**src/rtl/lmsdb_pkg.sv**
```systemverilog
// Package for the double-buffered LED matrix scanner.
// Holds the item types, request codes and default matrix size.
// No dependencies.
package lmsdb_pkg;

  localparam int DEF_ROWS = 8;
  localparam int DEF_COLS = 8;

  localparam logic [1:0] REQ_WRITE = 2'd0;
  localparam logic [1:0] REQ_FLIP  = 2'd1;
  localparam logic [1:0] REQ_TICK  = 2'd2;

  typedef struct packed {
    logic [1:0] req_type;
    logic [7:0] row_index;
    logic [7:0] row_bits;
  } in_item_t;

  typedef struct packed {
    logic       row_serial;
    logic       row_clock;
    logic       col_serial;
    logic       col_clock;
    logic       col_latch;
    logic [2:0] scan_row;
  } out_item_t;

endpackage

```
**src/rtl/led_matrix_scan_double_buffer.sv**
```systemverilog
// Double-buffered LED matrix row scanner: one item per clock; an accepted item passes
// the input register, then the result register. Every request (row write, flip request
// or tick) yields one result item; a tick steps one pin phase of 4*COLS+6 phases per
// row, ROWS rows per frame, and a pending flip swaps the front and back stores at the
// first tick of a frame. The rate is one item per clock while the result side takes items;
// a result-side stall reaches in_stall in the same cycle once both registers are full.
// Depends on lmsdb_pkg, lmsdb_in_reg, lmsdb_scan_core and lmsdb_out_reg.
module led_matrix_scan_double_buffer import lmsdb_pkg::*; #(
  parameter int ROWS = DEF_ROWS,
  parameter int COLS = DEF_COLS
) (
  input  logic      clk,
  input  logic      rst_n,
  input  logic      in_valid,
  output logic      in_stall,
  input  in_item_t  in_item,
  output logic      out_valid,
  input  logic      out_stall,
  output out_item_t out_item
);

  logic      adv;
  logic      s1_valid;
  in_item_t  s1_item;
  out_item_t res;

  lmsdb_in_reg u_in_reg (
    .clk      (clk),
    .rst_n    (rst_n),
    .in_valid (in_valid),
    .in_stall (in_stall),
    .in_item  (in_item),
    .adv      (adv),
    .s1_valid (s1_valid),
    .s1_item  (s1_item)
  );

  lmsdb_scan_core #(
    .ROWS (ROWS),
    .COLS (COLS)
  ) u_core (
    .clk    (clk),
    .rst_n  (rst_n),
    .fire   (adv && s1_valid),
    .item   (s1_item),
    .result (res)
  );

  lmsdb_out_reg u_out_reg (
    .clk       (clk),
    .rst_n     (rst_n),
    .s1_valid  (s1_valid),
    .res       (res),
    .adv       (adv),
    .out_valid (out_valid),
    .out_stall (out_stall),
    .out_item  (out_item)
  );

endmodule

```
**src/rtl/lmsdb_in_reg.sv**
```systemverilog
// Input register stage of the LED matrix scanner.
// Depends on lmsdb_pkg for the input item type.
module lmsdb_in_reg import lmsdb_pkg::*; (
  input  logic     clk,
  input  logic     rst_n,
  input  logic     in_valid,
  output logic     in_stall,
  input  in_item_t in_item,
  input  logic     adv,
  output logic     s1_valid,
  output in_item_t s1_item
);

  logic     valid_r;
  logic     valid_nxt;
  in_item_t item_r;
  logic     load;

  assign load      = !valid_r || adv;
  assign in_stall  = !load;
  assign valid_nxt = load ? in_valid : valid_r;

  always_ff @(posedge clk) begin
    if (!rst_n) begin
      valid_r <= 1'b0;
    end else begin
      valid_r <= valid_nxt;
    end
  end

  always_ff @(posedge clk) begin
    if (load && in_valid) begin
      item_r <= in_item;
    end
  end

  assign s1_valid = valid_r;
  assign s1_item  = item_r;

endmodule

```
**src/rtl/lmsdb_scan_core.sv**
```systemverilog
// Scan state and pin sequencing for the LED matrix scanner.
// Holds both frame stores, flip flag and row/phase counters.
// Depends on lmsdb_pkg for item types and request codes.
module lmsdb_scan_core import lmsdb_pkg::*; #(
  parameter int ROWS = DEF_ROWS,
  parameter int COLS = DEF_COLS
) (
  input  logic      clk,
  input  logic      rst_n,
  input  logic      fire,
  input  in_item_t  item,
  output out_item_t result
);

  localparam int COL_PHASES = 2 * COLS + 2;
  localparam int ROW_PHASES = 2 + 2 * COL_PHASES;
  localparam int PW = $clog2(ROW_PHASES);
  localparam int RW = $clog2(ROWS);
  localparam int CW = $clog2(COLS);

  logic [COLS-1:0] store_a_r [ROWS];
  logic [COLS-1:0] store_b_r [ROWS];
  logic            front_b_r, front_b_nxt;
  logic            pend_r, pend_nxt;
  logic [RW-1:0]   row_r, row_nxt;
  logic [PW-1:0]   phase_r, phase_nxt;

  logic            is_tick;
  logic            do_flip;
  logic            wr_en;
  logic [RW-1:0]   wr_row;
  logic [COLS-1:0] wr_bits;
  logic [COLS-1:0] val;
  logic [PW-1:0]   q;
  logic            blank;
  logic [CW-1:0]   col_idx;
  logic            rs, rc, cs, cc, cl;

  assign is_tick = (item.req_type == REQ_TICK);
  assign do_flip = is_tick && (row_r == '0) && (phase_r == '0) && pend_r;
  assign front_b_nxt = front_b_r ^ do_flip;
  assign wr_en   = (item.req_type == REQ_WRITE) && (item.row_index < 8'(ROWS));
  assign wr_row  = RW'(item.row_index);
  assign wr_bits = COLS'(item.row_bits);

  always_comb begin
    val     = front_b_nxt ? store_b_r[row_r] : store_a_r[row_r];
    q       = phase_r - PW'(2);
    blank   = 1'b0;
    rs      = 1'b0;
    rc      = 1'b0;
    cs      = 1'b0;
    cc      = 1'b0;
    cl      = 1'b0;
    col_idx = '0;
    if (q >= PW'(COL_PHASES)) begin
      q     = q - PW'(COL_PHASES);
      blank = 1'b1;
    end
    if (phase_r < PW'(2)) begin
      rc = (phase_r == '0);
      rs = (row_r == '0);
    end else if (q < PW'(2 * COLS)) begin
      col_idx = CW'(COLS - 1) - CW'(q >> 1);
      cs      = val[col_idx] && !blank;
      cc      = !q[0];
    end else begin
      cl = (q == PW'(2 * COLS));
    end
    if (!is_tick) begin
      rs = 1'b0;
      rc = 1'b0;
      cs = 1'b0;
      cc = 1'b0;
      cl = 1'b0;
    end
  end

  always_comb begin
    phase_nxt = phase_r;
    row_nxt   = row_r;
    pend_nxt  = pend_r;
    if (item.req_type == REQ_FLIP) begin
      pend_nxt = 1'b1;
    end
    if (is_tick) begin
      if (do_flip) begin
        pend_nxt = 1'b0;
      end
      if (phase_r == PW'(ROW_PHASES - 1)) begin
        phase_nxt = '0;
        row_nxt   = (row_r == RW'(ROWS - 1)) ? '0 : row_r + RW'(1);
      end else begin
        phase_nxt = phase_r + PW'(1);
      end
    end
  end

  always_ff @(posedge clk) begin
    if (!rst_n) begin
      front_b_r <= 1'b0;
      pend_r    <= 1'b0;
      row_r     <= '0;
      phase_r   <= '0;
    end else if (fire) begin
      front_b_r <= front_b_nxt;
      pend_r    <= pend_nxt;
      row_r     <= row_nxt;
      phase_r   <= phase_nxt;
    end
  end

  always_ff @(posedge clk) begin
    if (!rst_n) begin
      for (int i = 0; i < ROWS; i++) begin
        store_a_r[i] <= '0;
        store_b_r[i] <= '0;
      end
    end else if (fire && wr_en) begin
      if (front_b_r) begin
        store_a_r[wr_row] <= wr_bits;
      end else begin
        store_b_r[wr_row] <= wr_bits;
      end
    end
  end

  assign result.row_serial = rs;
  assign result.row_clock  = rc;
  assign result.col_serial = cs;
  assign result.col_clock  = cc;
  assign result.col_latch  = cl;
  assign result.scan_row   = 3'(row_r);

endmodule

```
**src/rtl/lmsdb_out_reg.sv**
```systemverilog
// Result register stage of the LED matrix scanner.
// Depends on lmsdb_pkg for the result item type.
module lmsdb_out_reg import lmsdb_pkg::*; (
  input  logic      clk,
  input  logic      rst_n,
  input  logic      s1_valid,
  input  out_item_t res,
  output logic      adv,
  output logic      out_valid,
  input  logic      out_stall,
  output out_item_t out_item
);

  logic      valid_r;
  logic      valid_nxt;
  out_item_t item_r;

  assign adv       = !valid_r || !out_stall;
  assign valid_nxt = adv ? s1_valid : valid_r;

  always_ff @(posedge clk) begin
    if (!rst_n) begin
      valid_r <= 1'b0;
    end else begin
      valid_r <= valid_nxt;
    end
  end

  always_ff @(posedge clk) begin
    if (adv && s1_valid) begin
      item_r <= res;
    end
  end

  assign out_valid = valid_r;
  assign out_item  = item_r;

endmodule

```
**config.mk**
```make
export PLATFORM = sky130hd
export DESIGN_NAME = led_matrix_scan_double_buffer
export DESIGN_NICKNAME = d
export VERILOG_FILES = /design/src/rtl/lmsdb_pkg.sv /design/src/rtl/led_matrix_scan_double_buffer.sv /design/src/rtl/lmsdb_in_reg.sv /design/src/rtl/lmsdb_scan_core.sv /design/src/rtl/lmsdb_out_reg.sv
export SDC_FILE = /design/constraint.sdc
export NUM_CORES = 1
export LEC_CHECK = 0
export BUFFER_PORTS_ARGS = -buffer_cell sky130_fd_sc_hd__buf_2
export CAP_MARGIN = 25
export CORE_MARGIN = 2
export CORE_UTILIZATION = 55
export CTS_CLUSTER_DIAMETER = 150
export DETAILED_ROUTE_END_ITERATION = 12
export HOLD_SLACK_MARGIN = 0.08
export PLACE_DENSITY = 0.75
export SYNTH_ARGS = -nofsm -noshare
export SYNTH_HDL_FRONTEND = slang
export SYNTH_SLANG_ARGS = --single-unit
```
**constraint.sdc**
```tcl
create_clock -name clk -period 2.85 [get_ports clk]
set_input_delay 0.1425 -clock clk [delete_from_list [all_inputs] [get_ports clk]]
set_output_delay 0.1425 -clock clk [all_outputs]
set_load 0.02 [all_outputs]
```
==> results list, run 1 <==
- Power density relative to cell area: 573 mW/mm^2
* Horizontal die dimension: 124 um
- The later pin in the worst-skew pair is clocked with a latency of 0.43 ns.
- Via Count: 4654
- At the worst endpoint, the required time is 3.11 ns.
- Diodes inserted: 0
* Area growth syn-to-layout: 16.7%
- Weighted congestion reported at the end of routability-driven placement: 0.839
- Worst-case vdd ir drop: 491 uV
- The finished layout holds 802 standard cells, fillers aside.
- Static timing analysis puts the maximum clock frequency at 380 MHz.
- Along the worst path, the maximum fanout reaches 5.
- Unique cell type count in the Yosys netlist: 46
- Std-Cell Core Area: 0.0139 mm^2
* Fin crit share: 0.924
- Clock tree sinks: 170
- Number of H-tree levels: 4
- STA classifies the critical path startpoint as a flop.
- After synthesis the netlist holds a flip-flop and latch count of 170.
* Std cell rows: 43
- After detailed placement, the design holds a cell count of 746.
- Top-level I/O count: 32
- Run status: finished, final reports clean
- Worst hold margin: 0.192 ns
- Summing all non-filler instances in the final layout gives an area of 0.00917 mm^2.
- The initial utilization of the core area, before any placement, comes to 0.564.
- Of the synthesized area, sequential elements account for 0.629.
- Placed Area: 0.00836 mm^2
- Worst-Margin Slew: 0.814 ns
* Nets: 645
- On the final layout, the worst clock skew is 0.0125 ns.
- DP Wirelength: 10800 um
* Initial antenna violation count: 0
- Max transition margin: 0.456
* Number of setup violations in the final report: 0
* Number of warnings reported in the yosys synthesis log: 0
- Final Hold Viols: 0
- Total of buffers placed on input and output ports: 31
* Routed wirelength normalized by instance count: 20.3 um
* Final ANT Viol Nets: 0
* Synthesized area divided by synthesized cell count: 14.8 um^2
- Total clock buffers created by CTS: 17
- Worst Hold Class: primary input to flop
* Number of design rule violations left after detail routing: 0
- Full die area: 0.0153 mm^2
- Via count of the first global-routing pass: 4659
- Setup slack on the critical path of the routed design comes to 0.217 ns.
- Yosys mapped a number of flops with a built-in enable equal to 154.
- Clock tree synthesis selected as its root buffer the cell clkbuf_16.
* Via count normalized by instance count: 5.80
- Gr ovfl total: 0
- The number of pins with negative max-slew slack in the final report came to 0.
- Worst r2r path cells: 9
- Synthesis produced 531 cells.
- The most used flip-flop cell after synthesis is edfxtp_1.
- After clock tree synthesis, the clock-pin slew on the worst setup and hold paths is 0.07 ns.
- The tool flagged a number of max-cap violations equal to 0.
- In the final layout, the share of cells above drive strength 1 is 0.215.
- Total wire length after detailed routing: 16300 um
- In the synthesized netlist the async set-or-reset flop fraction comes to 0.
- Start-to-end type of the worst setup path: flop to flop
- Measured along the y axis, the die boundary spans 124 um.
- Setup TNS after final layout: 0 ns
- For this run, the total global-route usage over all layers was measured as 0.231.
- Largest net degree at the start of global routing: 33
* Syn Nets: 567
* Buffers from clock root to sink, at most: 2
- Critical path endpoint category: flop
- Combined area of all synthesized cells: 0.00786 mm^2
- The routed design could run at a clock period as short as 2.63 ns.
- Data arrives at the worst endpoint at 2.89 ns.
- After the first detailed-routing iteration, the DRC count stood at 426.
- TritonCTS built the clock tree.
- The first detailed-routing pass ran for 5 iterations.
* Setup slack at placement: 0.139 ns
- Cell count of the worst hold path: 3
* Global-route wire length before repair: 25400 um
- Cell leakage power: 0.00338 uW
-- per-layer routing --
layer / vias up / share of wire / track usage
li1: 2111 / - / -
met1: 2344 / 0.42 / 0.313
met2: 170 / 0.50 / 0.367
met3: 29 / 0.060 / 0.0480
met4: 0 / 0.022 / 0.0945
met5: - / 0 / 0
-- placed cells by master, fill, tap and decap left out, types with 5 or more instances in the layout --
cell type	Yosys	routed
nor3_1	6	6
a21oi_1	8	8
buf_4	2	29
edfxtp_1	154	154
dlygate4sd3_1	0	20
xnor2_1	6	5
nand2b_1	9	9
nor2b_1	8	8
xor2_1	6	6
mux2i_1	21	21
mux4_2	32	32
and2_1	129	129
clkbuf_16	0	17
and3_1	6	6
nor2_1	23	23
ha_1	14	14
buf_2	6	31
inv_1	8	8
nand3_1	7	7
o21ai_0	15	15
nand2_1	13	13
dfxtp_1	16	15
-- state kept, by name, indices dropped and copies added, names as in the netlist, named ones only --
register,count
u_core.front_b_r,1
u_core.pend_r,1
u_core.phase_r,6
u_core.row_r,3
u_core.store_a_r,64
u_core.store_b_r,64
u_in_reg.s1_item,18
u_in_reg.s1_valid,1
u_out_reg.out_item,8
u_out_reg.out_valid,1
-- worst max-delay path: stages (launching register included) --
cell	delay, ns
dfxtp_1	0.43
inv_1	0.14
ha_1	0.26
a21boi_2	0.24
xor2_1	0.39
a21oi_1	0.17
o31ai_1	0.32
a22oi_1	0.11
and3_1	0.21
nor4_2	0.20
-- synthesized netlist by cell type, drive strengths merged, types with 2 or more instances --
library cell	number	share of area
nand3	7	0.0045
and2	129	0.10
mux2i	21	0.027
inv	8	0.0038
and3	6	0.0048
nand2b	9	0.0072
dfxtp	16	0.041
buf	11	0.0081
ha	14	0.022
edfxtp	154	0.59
nor3b	4	0.0045
nand2	13	0.0062
a22oi	3	0.0029
xnor2	7	0.010
mux4	34	0.098
o21ai	15	0.0096
nor4	2	0.0024
nand4	2	0.0035
clkbuf	12	0.0059
nor2b	8	0.0064
xor2	6	0.0067
a21oi	8	0.0051
nor2	24	0.012
nor3	6	0.0038
-- final timing paths --
path | endpoint | slack (ns) | startpoint
max | u_out_reg.out_item[5] | 0.22 | u_core.phase_r[2]
min | u_in_reg.s1_valid | 0.19 | rst_n
max reg2reg | u_out_reg.out_item[5] | 0.22 | u_core.phase_r[2]
min reg2reg | u_out_reg.out_item[1] | 0.49 | u_core.row_r[1]
-- power breakdown --
group	switching [uW]	total (uW)	internal, uW	leakage (uW)
Sequential	57.7	2850	2790	0.00171
Combinational	105	191	85.9	0.00140
Clock	993	2210	1220	0.000268
Total	1160	5250	4100	0.00338
-- through the flow --
| stage | power [uW] | util |
|---|---|---|
| 6_report | 5250 | 0.658 |
| 5_1_grt | 5380 | 0.658 |
| 4_1_cts | 5270 | 0.655 |
| 3_5_place_dp | 3070 | 0.600 |
| 3_3_place_gp | 3060 | 0.600 |
| 2_1_floorplan | 2970 | - |
-- final cells by class --
cell class,count,area [um^2]
inverters,8,30.0
flip-flops and latches,170,4950
well taps,180,225
repair buffers,82,613
fillers,924,4760
clock inverters,15,145
multi-input cells,330,2790
clock buffers,17,425
-- logic make-up (layout without fill, tap and decap cells) --
kind of cell,after synthesis,in the layout,share of synthesized area
and+or+nand+nor,214,214,0.163
AOI/OAI and AO/OA,34,34,0.0260
adders and majority gates,14,14,0.0223
DFF,170,170,0.629
xor gates and xnor gates,13,13,0.0169
muxes,55,55,0.125
buffers and inverters,31,122,0.0178
-- what timing repair did --
| item | 4_1_cts | 5_1_grt |
|---|---|---|
| resized for setup | 0 | 2 |
| hold buffers | 20 | 0 |
| endpoints found under the setup margin | 0 | 1 |
| setup buffers | 0 | 4 |
| endpoints found under the hold margin | 20 | 0 |
(Power assumes the default switching activity.)
==> inputs of run 2 (changes only) <==
--- a/config.mk
+++ b/config.mk
@@ -5,14 +5,14 @@
 export SDC_FILE = /design/constraint.sdc
 export NUM_CORES = 1
 export LEC_CHECK = 0
-export BUFFER_PORTS_ARGS = -buffer_cell sky130_fd_sc_hd__buf_2
+export BUFFER_PORTS_ARGS = -buffer_cell sky130_fd_sc_hd__clkbuf_2
 export CAP_MARGIN = 25
 export CORE_MARGIN = 2
-export CORE_UTILIZATION = 55
+export CORE_UTILIZATION = 56
 export CTS_CLUSTER_DIAMETER = 150
 export DETAILED_ROUTE_END_ITERATION = 12
 export HOLD_SLACK_MARGIN = 0.08
-export PLACE_DENSITY = 0.75
+export PLACE_DENSITY = 0.76
 export SYNTH_ARGS = -nofsm -noshare
 export SYNTH_HDL_FRONTEND = slang
 export SYNTH_SLANG_ARGS = --single-unit
==> results list, run 2 (same netlist as run 1, synthesis figures left out) <==
* Run status: finished, final reports clean (unchanged)
* Required time of the worst setup path: 3.03 ns (was 3.11 ns)
- Most frequent cells in the layout: edfxtp_1 (154), and2_1 (129), mux4_2 (32), clkbuf_2 (31), buf_4 (29) (was edfxtp_1 (154), and2_1 (129), mux4_2 (32), buf_2 (31), buf_4 (29)).
- Number of H-tree levels: 4 (unchanged)
* Arrival time of data at the critical path endpoint: 2.88 ns (was 2.89 ns)
- Largest net degree at the start of global routing: 33 (unchanged)
- Total clock buffers created by CTS: 17 (unchanged)
- Global routing usage summed across all routing layers: 0.233 (was 0.231)
* Initial antenna violation count: 1 (was 0)
- The count of clock tree sinks came to 170 (unchanged).
* Worst-Margin Slew: 0.742 ns (was 0.814 ns)
- The classification of the worst setup path is flop to flop (unchanged).
- The total power divided by cell area came to 575 mW/mm^2 (was 573 mW/mm^2).
- Total wire length after detailed routing: 16000 um (was 16300 um)
- Worst hold margin: 0.189 ns (was 0.192 ns)
- The maximum frequency from static timing analysis came to 370 MHz (was 380 MHz).
* Die H: 122 um (was 124 um)
- The post-route setup TNS is 0 ns (unchanged).
* Maximum fanout along the worst path: 5 (unchanged)
- Post-Route Skew: 0.00771 ns (was 0.0125 ns)
* Combinational share of power: 0.036 (about the same)
* Wire length on met2: 8250 um (was 8190 um)
- The endpoint class of the critical path is a flop (unchanged).
- The final hold violation count is 0 (unchanged).
- The number of max-capacitance violations reported came to 0 (unchanged).
- Std cell rows: 43 (unchanged)
- Gr ovfl total: 0 (unchanged)
- Router iterations before antenna repair: 5 (unchanged)
- Setup repair after global routing left no endpoint under its margin.
- The share of power burned in the clock network was 0.423 (was 0.421).
- Global-route wire length before repair: 25100 um (was 25400 um)
- The kind of launch point of the worst setup path is a flop (unchanged).
- Worst Hold Class: primary input to flop (unchanged)
- Clock tree from TritonCTS: built (unchanged)
* Internal portion of total power: 4170 uW (was 4100 uW)
- Horizontal die dimension: 122 um (was 124 um)
* Count of final max-slew check failures: 0 (unchanged)
- The most common cell after layout, fill and taps aside is edfxtp_1 (unchanged).
- Number of design rule violations left after detail routing: 0 (unchanged)
- Number of setup violations in the final report: 0 (unchanged)
- The clock latency reported for the late side of the worst-skew pair is 0.43 ns (about the same).
* Final ANT Viol Nets: 0 (unchanged)
* Area growth syn-to-layout: 16.8% (was 16.7%)
- The met1 wire length is 6580 um (was 6750 um).
* Max transition margin: 0.505 (was 0.456)
* Worst-path clk slew: 0.07 ns (about the same)
- The post-layout net count was 645 (unchanged).
- Total of buffers placed on input and output ports: 31 (unchanged)
- Part of the power in registers: 0.541 (was 0.543)
- Iter 0 DRT Violations: 360 (was 426)
- Buffers from clock root to sink, at most: 2 (unchanged)
- Fraction of layout instances using a drive strength above 1: 0.212 (was 0.215)
* Switching power share of the total: 0.210 (was 0.220)
- Net switching component of the power: 1110 uW (was 1160 uW)
* Top layer used by detailed routing: met4 (unchanged)
- The cell chosen for the clock root is clkbuf_16 (unchanged).
- Worst-case vdd ir drop: 483 uV (was 491 uV)
- The placer's final routability congestion estimate is 0.857 (was 0.839).
- The vias after detailed routing was 4550 (was 4654).
- The shortest period the worst path allows is 2.70 ns (was 2.63 ns).
* Via count normalized by instance count: 5.67 (was 5.80)
- Fin crit share: 0.947 (was 0.924)
- Cell leakage power: 0.00338 uW (about the same)
- The standard cell core area was 0.0138 mm^2 (was 0.0139 mm^2).
* Via count of the first global-routing pass: 4574 (was 4659)
- The half-perimeter wire length after detailed placement came to 10900 um (was 10800 um).
- Full die area: 0.0150 mm^2 (was 0.0153 mm^2)
- Routed wirelength normalized by instance count: 19.9 um (was 20.3 um)
- The initial core utilization was 0.571 (was 0.564).
* Met3 WL: 870 um (was 968 um)
* Top-level I/O count: 32 (unchanged)
==> run 2: critical path, cell delays in order (launching register included) <==
cell and delay (ns):
dfxtp_1 0.37, inv_1 0.18, ha_1 0.23, and4b_1 0.27, nand4_4 0.15, xnor2_4 0.27, mux4_1 0.58, a22oi_1 0.16
and3_1 0.19, nor4_2 0.05
==> run 2: layer usage <==
layer | vias to the layer above | GRT usage
met5 | - | 0
met4 | 0 | 0.0862
met3 | 23 | 0.0493
met2 | 138 | 0.395
met1 | 2273 | 0.299
li1 | 2116 | -
==> run 2: per-stage QoR <==
stage	util	area (um^2)	cells	power (uW)	setup WS [ns]
after floorplan	-	7860	531	2970	0.217
after global placement	0.608	8370	748	3060	0.206
after detailed placement	0.608	8370	748	3070	0.121
after CTS	0.664	9150	800	5300	0.0969
after global routing	0.666	9170	802	5410	0.00840
final	0.666	9180	803	5280	0.150
==> run 2: what timing repair did <==
action | CTS | global route
buffers inserted | 0 | 2
endpoints found under the hold margin | 20 | 0
hold buffers | 20 | 0
endpoints found under the setup margin | 0 | 1
gates resized for setup | 0 | 2
==> run 2: power groups by stage <==
stage               Combinational [uW]  Clock, uW  Sequential, uW
finish                             189       2230            2850
global route                       202       2350            2860
CTS                                189       2250            2850
detailed placement                 167          0            2900
global placement                   163          0            2900
floorplan                         96.9          0            2880
==> run 2: worst paths after layout <==
path,from,endpoint,slack (ns),cells after the start
worst max-delay path,u_core.phase_r[2],u_out_reg.out_item[5],0.15,9
worst min register to register,u_core.row_r[1],u_out_reg.out_item[1],0.49,0
worst min-delay path,rst_n,u_in_reg.s1_valid,0.19,3
worst max register to register,u_core.phase_r[2],u_out_reg.out_item[5],0.15,9
==> run 2: cell type report <==
cell class | count | area (um^2)
clock inverters | 15 | 149
fillers | 958 | 4600
repair buffers | 82 | 613
well taps | 180 | 225
inverters | 8 | 30.0
clock buffers | 17 | 425
flip-flops and latches | 170 | 4950
multi-input cells | 330 | 2790
diodes | 1 | 2.50
